[src/rtl/itf_pkg.sv]
// itf_pkg: shared types, constants and the digit-to-ASCII helper for the
// integer text formatter. No dependencies; used by every rtl/itf_* file
// and by the top level.
`timescale 1ns / 1ps
package itf_pkg;

  localparam int ValW      = 64;
  localparam int DecDigits = 20;
  localparam int FieldW    = 5;
  localparam int NdW       = $clog2(DecDigits + 1);
  localparam int TotW      = 7;
  localparam int InDataW   = 80;
  localparam int OutDataW  = 8;

  localparam logic [7:0] ChMinus = 8'h2d;
  localparam logic [7:0] ChSpace = 8'h20;
  localparam logic [7:0] ChZero  = 8'h30;
  localparam logic [7:0] ChX     = 8'h78;
  localparam logic [7:0] ChA     = 8'h61;

  // digit 0 is the least significant
  typedef logic [DecDigits-1:0][3:0] digits_t;

  typedef struct packed {
    logic              mode;
    logic              width_given;
    logic [FieldW-1:0] field_width;
    logic              prec_given;
    logic [FieldW-1:0] precision;
    logic              left_align;
    logic              alt_prefix;
  } fmt_t;

  typedef struct packed {
    logic           neg;
    logic           hex_zero;
    logic [NdW-1:0] nd;
  } conv_stat_t;

  function automatic logic [7:0] digit_char(input logic [3:0] d);
    logic [3:0] off;
    off = d - 4'd10;
    digit_char = (d < 4'd10) ? (ChZero + {4'd0, d}) : (ChA + {4'd0, off});
  endfunction

endpackage

[src/rtl/itf_conv.sv]
// itf_conv: shared shift unit that turns the value into digits, two
// double-dabble bits per cycle in decimal, one nibble per cycle in hex.
// Depends on itf_pkg.
`timescale 1ns / 1ps
module itf_conv (
  input  logic                      clk,
  input  logic                      rst,
  input  logic                      start,
  input  logic                      mode,
  input  logic [itf_pkg::ValW-1:0]  value,
  output logic                      done,
  output itf_pkg::digits_t          digits,
  output itf_pkg::conv_stat_t       stat
);
  import itf_pkg::*;

  localparam int CntW = 6;
  localparam logic [CntW-1:0] DecSteps = CntW'(ValW / 2);
  localparam logic [CntW-1:0] HexSteps = CntW'(ValW / 4);

  logic            busy;
  logic            mode_r;
  logic            neg;
  logic            started;
  logic [NdW-1:0]  nd;
  logic [CntW-1:0] cnt;
  logic [ValW-1:0] mag;
  digits_t         bcd;

  digits_t         bcd_step;
  logic [3:0]      nib;
  logic            nd_grow;
  logic            is_neg;

  function automatic digits_t dabble(input digits_t b, input logic bin);
    digits_t                a;
    logic [4*DecDigits:0]   w;
    for (int i = 0; i < DecDigits; i++) begin
      a[i] = (b[i] >= 4'd5) ? (b[i] + 4'd3) : b[i];
    end
    w = {a, bin};
    dabble = w[4*DecDigits-1:0];
  endfunction

  assign is_neg = !mode && value[ValW-1];

  always_comb begin
    bcd_step = dabble(dabble(bcd, mag[ValW-1]), mag[ValW-2]);
    nib      = mag[ValW-1 -: 4];
    // value at most quadruples per cycle, so at most one new digit appears
    nd_grow  = (nd < NdW'(DecDigits)) && (bcd_step[nd] != 4'd0);
  end

  always_ff @(posedge clk) begin
    if (rst) begin
      busy    <= 1'b0;
      done    <= 1'b0;
      mode_r  <= 1'b0;
      neg     <= 1'b0;
      started <= 1'b0;
      nd      <= '0;
      cnt     <= '0;
    end else begin
      done <= busy && (cnt == CntW'(1));
      if (start) begin
        busy    <= 1'b1;
        mode_r  <= mode;
        neg     <= is_neg;
        started <= 1'b0;
        nd      <= mode ? NdW'(0) : NdW'(1);
        cnt     <= mode ? HexSteps : DecSteps;
      end else if (busy) begin
        cnt <= cnt - CntW'(1);
        if (cnt == CntW'(1)) begin
          busy <= 1'b0;
        end
        if (mode_r) begin
          // leading zero nibbles are dropped
          if (started || nib != 4'd0) begin
            nd      <= nd + NdW'(1);
            started <= 1'b1;
          end
        end else if (nd_grow) begin
          nd <= nd + NdW'(1);
        end
      end
    end
  end

  always_ff @(posedge clk) begin
    if (start) begin
      mag <= is_neg ? (ValW'(0) - value) : value;
      bcd <= '0;
    end else if (busy) begin
      if (mode_r) begin
        mag <= mag << 4;
        if (started || nib != 4'd0) begin
          bcd <= {bcd[DecDigits-2:0], nib};
        end
      end else begin
        mag <= mag << 2;
        bcd <= bcd_step;
      end
    end
  end

  assign digits        = bcd;
  assign stat.neg      = neg;
  assign stat.hex_zero = mode_r && !started;
  assign stat.nd       = (mode_r && !started) ? NdW'(1) : nd;

  a_nd_range: assert property (@(posedge clk) disable iff (rst)
    nd <= NdW'(DecDigits))
    else $error("itf_conv: digit count beyond digit store");

  a_done_idle: assert property (@(posedge clk) disable iff (rst)
    done |-> !busy)
    else $error("itf_conv: done while still converting");

endmodule

[src/rtl/itf_emit.sv]
// itf_emit: plans the padding counts and sends one character per beat
// through a registered output stage. Depends on itf_pkg.
`timescale 1ns / 1ps
module itf_emit (
  input  logic                            clk,
  input  logic                            rst,
  input  logic                            start,
  input  itf_pkg::fmt_t                   fmt,
  input  itf_pkg::conv_stat_t             stat,
  input  itf_pkg::digits_t                digits,
  input  logic                            m_tready,
  output logic                            m_tvalid,
  output logic [itf_pkg::OutDataW-1:0]    m_tdata,
  output logic                            m_tlast,
  output logic                            m_tuser,
  output logic                            done
);
  import itf_pkg::*;

  logic [FieldW-1:0] sp_p;
  logic [FieldW-1:0] z_p;
  logic              pre_p;
  logic [FieldW-1:0] dig_p;
  logic [TotW-1:0]   tot_p;

  logic              active;
  logic              sign_r;
  logic [FieldW-1:0] sp;
  logic [1:0]        pre;
  logic [FieldW-1:0] z;
  logic [NdW-1:0]    dp;
  logic [TotW-1:0]   rem;

  logic              take;
  logic [7:0]        ch;

  always_comb begin
    sp_p  = '0;
    z_p   = '0;
    pre_p = 1'b0;
    if (fmt.width_given) begin
      if (fmt.prec_given) begin
        if (!fmt.left_align && fmt.field_width > fmt.precision) begin
          sp_p = fmt.field_width - fmt.precision;
        end
        if (fmt.precision > stat.nd) begin
          z_p = fmt.precision - stat.nd;
        end
      end else if (!fmt.left_align) begin
        if (fmt.field_width > stat.nd) begin
          sp_p = fmt.field_width - stat.nd;
        end
        pre_p = fmt.mode && fmt.alt_prefix;
      end
    end else if (fmt.prec_given) begin
      if (fmt.precision > stat.nd) begin
        z_p = fmt.precision - stat.nd;
      end
    end
    // a hex zero always shows its one digit; otherwise precision cuts
    if (stat.hex_zero) begin
      dig_p = FieldW'(1);
    end else if (fmt.prec_given && fmt.precision < stat.nd) begin
      dig_p = fmt.precision;
    end else begin
      dig_p = stat.nd;
    end
    tot_p = TotW'(stat.neg) + TotW'(sp_p) + TotW'({pre_p, 1'b0}) + TotW'(z_p)
          + TotW'(dig_p);
  end

  assign take = active && (!m_tvalid || m_tready);

  always_comb begin
    if (sign_r) begin
      ch = ChMinus;
    end else if (sp != '0) begin
      ch = ChSpace;
    end else if (pre != 2'd0) begin
      ch = (pre == 2'd2) ? ChZero : ChX;
    end else if (z != '0) begin
      ch = ChZero;
    end else begin
      ch = digit_char(digits[dp]);
    end
  end

  always_ff @(posedge clk) begin
    if (rst) begin
      active   <= 1'b0;
      m_tvalid <= 1'b0;
      done     <= 1'b0;
      sign_r   <= 1'b0;
      sp       <= '0;
      pre      <= '0;
      z        <= '0;
      dp       <= '0;
      rem      <= '0;
    end else begin
      done <= take && (rem <= TotW'(1));
      if (take) begin
        m_tvalid <= 1'b1;
      end else if (m_tready) begin
        m_tvalid <= 1'b0;
      end
      if (start) begin
        active <= 1'b1;
        sign_r <= stat.neg;
        sp     <= sp_p;
        pre    <= pre_p ? 2'd2 : 2'd0;
        z      <= z_p;
        dp     <= stat.nd - NdW'(1);
        rem    <= tot_p;
      end else if (take) begin
        if (rem <= TotW'(1)) begin
          active <= 1'b0;
        end else begin
          rem <= rem - TotW'(1);
        end
        if (sign_r) begin
          sign_r <= 1'b0;
        end else if (sp != '0) begin
          sp <= sp - FieldW'(1);
        end else if (pre != 2'd0) begin
          pre <= pre - 2'd1;
        end else if (z != '0) begin
          z <= z - FieldW'(1);
        end else begin
          dp <= dp - NdW'(1);
        end
      end
    end
  end

  // empty conversion: a single flagged beat with zero data
  always_ff @(posedge clk) begin
    if (take) begin
      m_tdata <= (rem == '0) ? '0 : ch;
      m_tlast <= (rem <= TotW'(1));
      m_tuser <= (rem == '0);
    end
  end

  a_done_last: assert property (@(posedge clk) disable iff (rst)
    done |-> m_tvalid && m_tlast)
    else $error("itf_emit: done without a final beat loaded");

  a_empty_beat: assert property (@(posedge clk) disable iff (rst)
    m_tvalid && m_tuser |-> m_tlast && (m_tdata == '0))
    else $error("itf_emit: empty beat not final or carries data");

endmodule

[src/rtl/integer_text_formatter_core.sv]
// integer_text_formatter_core: top level of the integer text formatter.
// Instantiates itf_conv and itf_emit; uses itf_pkg.
//
// Usage:
//   Input channel s_*: one beat per conversion. s_tuser is the mode
//   (0 signed decimal, 1 lower-case hex); s_tdata carries the value and
//   the format fields. Output channel m_*: one beat per character, ASCII
//   in m_tdata, m_tlast on the final character. A conversion that yields
//   no text gives one beat with m_tuser set, m_tdata zero and m_tlast set.
//   Conversion: decimal digits come from the shared double-dabble shifter
//   at two bits per cycle, hex digits at one nibble per cycle; the emitter
//   then plans the padding and sends the characters, one per beat, while
//   m_tready is high. s_tready is high only while no conversion is in
//   progress; it returns after the last beat enters the output register,
//   once the emitter's registered done flag has brought the state
//   register back to idle. A stalled receiver holds the output
//   register and pauses the character sequencer. Reset clears the
//   sequencers and leaves the block idle and ready.
`timescale 1ns / 1ps
module integer_text_formatter_core #(
  parameter int MAX_FIELD = 31
) (
  input  logic                            clk,
  input  logic                            rst,
  input  logic                            s_tvalid,
  output logic                            s_tready,
  // [63:0] value, [64] width_given, [69:65] field_width, [70] prec_given,
  // [75:71] precision, [76] left_align, [77] alt_prefix, [79:78] zero
  input  logic [itf_pkg::InDataW-1:0]     s_tdata,
  // [0] mode
  input  logic                            s_tuser,
  output logic                            m_tvalid,
  input  logic                            m_tready,
  // [7:0] out_char
  output logic [itf_pkg::OutDataW-1:0]    m_tdata,
  output logic                            m_tlast,
  // [0] empty_res
  output logic                            m_tuser
);
  import itf_pkg::*;

  localparam int FieldTop = (1 << FieldW) - 1;
  localparam int FieldCap = (MAX_FIELD < FieldTop) ? MAX_FIELD : FieldTop;
  localparam logic [FieldW-1:0] FieldMax = FieldW'(FieldCap);

  localparam logic [1:0] ST_IDLE = 2'd0;
  localparam logic [1:0] ST_CONV = 2'd1;
  localparam logic [1:0] ST_EMIT = 2'd2;

  logic [1:0]        state;
  logic              accept;
  fmt_t              fmt;
  logic [FieldW-1:0] fw_in;
  logic [FieldW-1:0] pr_in;

  logic              conv_done;
  digits_t           digits;
  conv_stat_t        stat;
  logic              emit_done;

  assign s_tready = (state == ST_IDLE);
  assign accept   = s_tvalid && s_tready;

  assign fw_in = s_tdata[69:65];
  assign pr_in = s_tdata[75:71];

  always_ff @(posedge clk) begin
    if (rst) begin
      state <= ST_IDLE;
    end else begin
      case (state)
        ST_IDLE: begin
          if (accept) state <= ST_CONV;
        end
        ST_CONV: begin
          if (conv_done) state <= ST_EMIT;
        end
        ST_EMIT: begin
          if (emit_done) state <= ST_IDLE;
        end
        default: state <= ST_IDLE;
      endcase
    end
  end

  always_ff @(posedge clk) begin
    if (accept) begin
      fmt.mode        <= s_tuser;
      fmt.width_given <= s_tdata[64];
      fmt.field_width <= (fw_in > FieldMax) ? FieldMax : fw_in;
      fmt.prec_given  <= s_tdata[70];
      fmt.precision   <= (pr_in > FieldMax) ? FieldMax : pr_in;
      fmt.left_align  <= s_tdata[76];
      fmt.alt_prefix  <= s_tdata[77];
    end
  end

  itf_conv u_conv (
    .clk    (clk),
    .rst    (rst),
    .start  (accept),
    .mode   (s_tuser),
    .value  (s_tdata[ValW-1:0]),
    .done   (conv_done),
    .digits (digits),
    .stat   (stat)
  );

  itf_emit u_emit (
    .clk      (clk),
    .rst      (rst),
    .start    (conv_done),
    .fmt      (fmt),
    .stat     (stat),
    .digits   (digits),
    .m_tready (m_tready),
    .m_tvalid (m_tvalid),
    .m_tdata  (m_tdata),
    .m_tlast  (m_tlast),
    .m_tuser  (m_tuser),
    .done     (emit_done)
  );

  a_conv_phase: assert property (@(posedge clk) disable iff (rst)
    conv_done |-> state == ST_CONV)
    else $error("core: conversion finished outside conversion phase");

  a_emit_phase: assert property (@(posedge clk) disable iff (rst)
    emit_done |-> state == ST_EMIT)
    else $error("core: emitter finished outside emit phase");

endmodule

[config.mk]
export PLATFORM = sky130hd
export DESIGN_NAME = integer_text_formatter_core
export DESIGN_NICKNAME = d
export VERILOG_FILES = /design/src/rtl/itf_pkg.sv /design/src/rtl/itf_conv.sv /design/src/rtl/itf_emit.sv /design/src/rtl/integer_text_formatter_core.sv
export SDC_FILE = /design/constraint.sdc
export NUM_CORES = 1
export LEC_CHECK = 0
export BUFFER_PORTS_ARGS = -buffer_cell sky130_fd_sc_hd__buf_2
export CAP_MARGIN = 10
export CORE_MARGIN = 10
export CORE_UTILIZATION = 35
export DETAILED_ROUTE_END_ITERATION = 12
export PLACE_DENSITY = 0.58
export SLEW_MARGIN = 20
export SYNTH_ARGS = -nofsm -noshare
export SYNTH_HDL_FRONTEND = slang
export SYNTH_SLANG_ARGS = --single-unit
[constraint.sdc]
create_clock -name clk -period 6.41 [get_ports clk]
set_input_delay 0.641 -clock clk [delete_from_list [all_inputs] [get_ports clk]]
set_output_delay 0.641 -clock clk [all_outputs]
set_load 0.05 [all_outputs]
==> reports/results.tsv <==
metric	value	unit
final setup fails	0	
via density per instance	5.393	
Clock Sinks	214	
Primary FF master, synth	dfxtp_1	
initial DRC count	1060	
Die W	248.4	um
Post-synth EDFFs	88	
CTS tree	yes	
Area Growth Syn to Fin	10.23	%
Max Fclk	185.8	MHz
Final Hold Viols	0	
setup TNS	0	ns
CP Max Fanout	39	
Tightest Pin Transition	1.047	ns
total power	0.005196	W
sequential share of the synthesized area	28.30	%
die height	248.4	um
final core occ	39.06	%
# DRC	0	
initial antenna violation count	1	
Max Transition Viols Final	0	
ant diodes	0	
Hold Path Origin	s_tdata[64]	
Max-Cap Viols	0	
RSZ-0062 raised after global routing	no	
crit path capture type	flop	
routability cong.	0.8803	
CTS hold repair buffers	0	
CORE AREA	51510	um^2
CTS Root Cell	clkbuf_16	
DIE AREA	61690	um^2
largest net degree at the start of global routing	179	
Max Buffers Root-to-Sink	3	
Hold Crit Class	in -> reg	
Reg2Reg Depth	23	
CP Class	reg -> reg	
post-CTS resize count	0	
commonest cells after routing, fill and taps aside	nand2_1 (337), o21ai_0 (195), nor2_1 (186), a21oi_1 (182), inv_1 (133)	
Reg2Reg Setup Slack	1.03	ns
fin nets	2531	
initial core utilization	35.44	%
r2r endpoint	u_emit.rem[4]	
register bit count reported by yosys	214	
Req. time, crit path	6.88	ns
syn avg cell area	7.844	um^2
Syn Inst Count	2327	
yosys warns	0	
Startpoint Class	flop	
worst-skew pair later-pin latency	0.56	ns
Inst Count DP	2971	
Fillers	5299	
Netlist Area Pre-Place	18250	um^2
commonest non-fill, non-tap cell in the layout	nand2_1	
DR vias	16290	
clock skew	0.01494	ns
fin crit share	83.98	%
WP data arrival	5.85	ns
final std cells w/o fill	3020	
number of global-route vias before repair	15800	
first-pass GRT wire length	82700	um
Pre-antenna DRT Iters	5	
synth top area cells	edfxtp_1 (14%), dfxtp_1 (14%), ha_1 (8.0%)	
hold depth	1	
FF-to-FF Start	u_conv.mode_r	
maximum vdd drop	192.7	uV
worst hold slack	0.2589	ns
grt total ovfl	0	
Slew headroom	29.48	%
Post-CTS Setup Inserts	0	
overall routing resource usage	16.01	%
Clk pin slew, worst setup/hold paths	0.06	ns
ratio of cells with drive above 1 in the final layout	9.274	%
Post-synth ARST share	0	%
Tmin final	5.383	ns
Routed Antenna Nets	0	
htree depth	1	
syn nets	2538	
Pwr Density	258.3	nW/um^2
WL/cell	16.78	um
PortBufs	93	
Distinct cells, synth	75	
DRT Wirelength	50680	um
# rows	83	
total CTS buffers	27	
Yosys top cell area share	14.48	%
HPWL Detailed	36160	um
status	finished, final reports clean	
static leakage	7.292	nW
Top Ports	97	
Synth area leader	edfxtp_1	
WHS Endpoint	fmt[13]	
synthesized netlist by cell type, types with 11 or more instances:
cell,count
a211oi_1,61
a21o_1,21
a21oi_1,182
a31oi_1,16
and3_1,11
buf_1,17
clkbuf_1,126
dfxtp_1,126
edfxtp_1,88
ha_1,117
inv_1,133
mux2_2,15
mux2i_1,119
mux4_2,19
nand2_1,338
nand2b_1,50
nand3_1,27
nor2_1,187
nor2b_1,52
nor3_1,47
nor3b_1,26
nor4_1,16
o211ai_1,20
o21ai_0,196
o31ai_1,29
or2_2,12
or3_1,17
xnor2_1,90
xor2_1,41
cells by family (layout without fill, tap and decap cells):
group / count (synthesis) / after routing / synth area share, %
xor+xnor: 131 / 131 / 6.286
simple gates: 817 / 817 / 20.74
fa+ha+maj: 126 / 126 / 9.007
other cells: 1 / 1 / 0.02055
buf+inv: 285 / 298 / 5.971
compound gates: 599 / 599 / 19.74
mux: 154 / 154 / 9.940
flops: 214 / 214 / 28.30
routing by layer:
metal | track usage, % | up-vias | wire [um]
li1 | - | 8163 | -
met1 | 21.78 | 7714 | 23480
met2 | 26.21 | 334 | 23460
met3 | 2.281 | 73 | 2590
met4 | 4.028 | 2 | 1143
met5 | 0 | - | 7
worst max-delay path, stage by stage (launching register included):
cell	delay, ns
dfxtp_4	0.61
nand2b_1	0.10
buf_4	0.20
nand2_1	0.23
ha_1	0.30
nor2b_1	0.13
o21ai_0	0.22
a21boi_0	0.16
o21a_1	0.19
o21ai_0	0.29
nor2_1	0.06
o21ai_0	0.30
inv_1	0.08
ha_1	0.22
ha_1	0.28
inv_1	0.05
fa_1	0.52
inv_1	0.06
fa_1	0.46
a21o_1	0.20
a21oi_1	0.21
xnor2_1	0.14
nor2_1	0.05
a211oi_1	0.20
cell type report:
class,instances,area (um^2),area share [%]
multi-input combinational,1828,12020,59.75
sequential,214,5169,25.69
tap,680,850.8,4.229
clock buffer,38,820.8,4.080
timing repair buffer,111,613.1,3.047
inverter,138,523.0,2.600
clock inverter,11,121.4,0.6032
how the worst max path moves through the flow:
stage | from | slack, ns | to
after global placement | u_conv.mode_r | 1.18 | u_emit.rem[4]
after detailed placement | u_conv.mode_r | 1.10 | u_emit.rem[4]
after CTS | u_conv.mode_r | 1.06 | u_emit.rem[4]
after global routing | u_conv.mode_r | 0.59 | u_emit.rem[4]
after floorplan | u_conv.nd[1] | 1.58 | u_emit.rem[4]
final | u_conv.mode_r | 1.03 | u_emit.rem[4]
through the flow:
step / setup slack (ns) / cell area [um^2]
6_report: 1.027 / 20120
5_1_grt: 0.5903 / 20120
4_1_cts: 1.062 / 20120
3_5_place_dp: 1.100 / 19180
3_3_place_gp: 1.185 / 19180
2_1_floorplan: 1.584 / 18250
flip-flops by register name, indices dropped and copies added (netlist names), 5 cells and up:
register / cells
u_conv.digits: 80
u_conv.mag: 64
fmt: 15
u_emit.m_tdata: 7
u_emit.rem: 7
u_conv.cnt: 6
u_conv.nd: 5
u_emit.dp: 5
u_emit.sp: 5
u_emit.z: 5
where the power goes:
part	leakage, nW	total (W)	internal, W	switching [W]
clock	0.458	0.00163	0.000974	0.000651
sequential	1.89	0.00179	0.00159	0.000200
combinational	4.95	0.00178	0.000732	0.00105
total	7.29	0.00520	0.00330	0.00190
No activity file was read; power rests on OpenSTA's default activity.
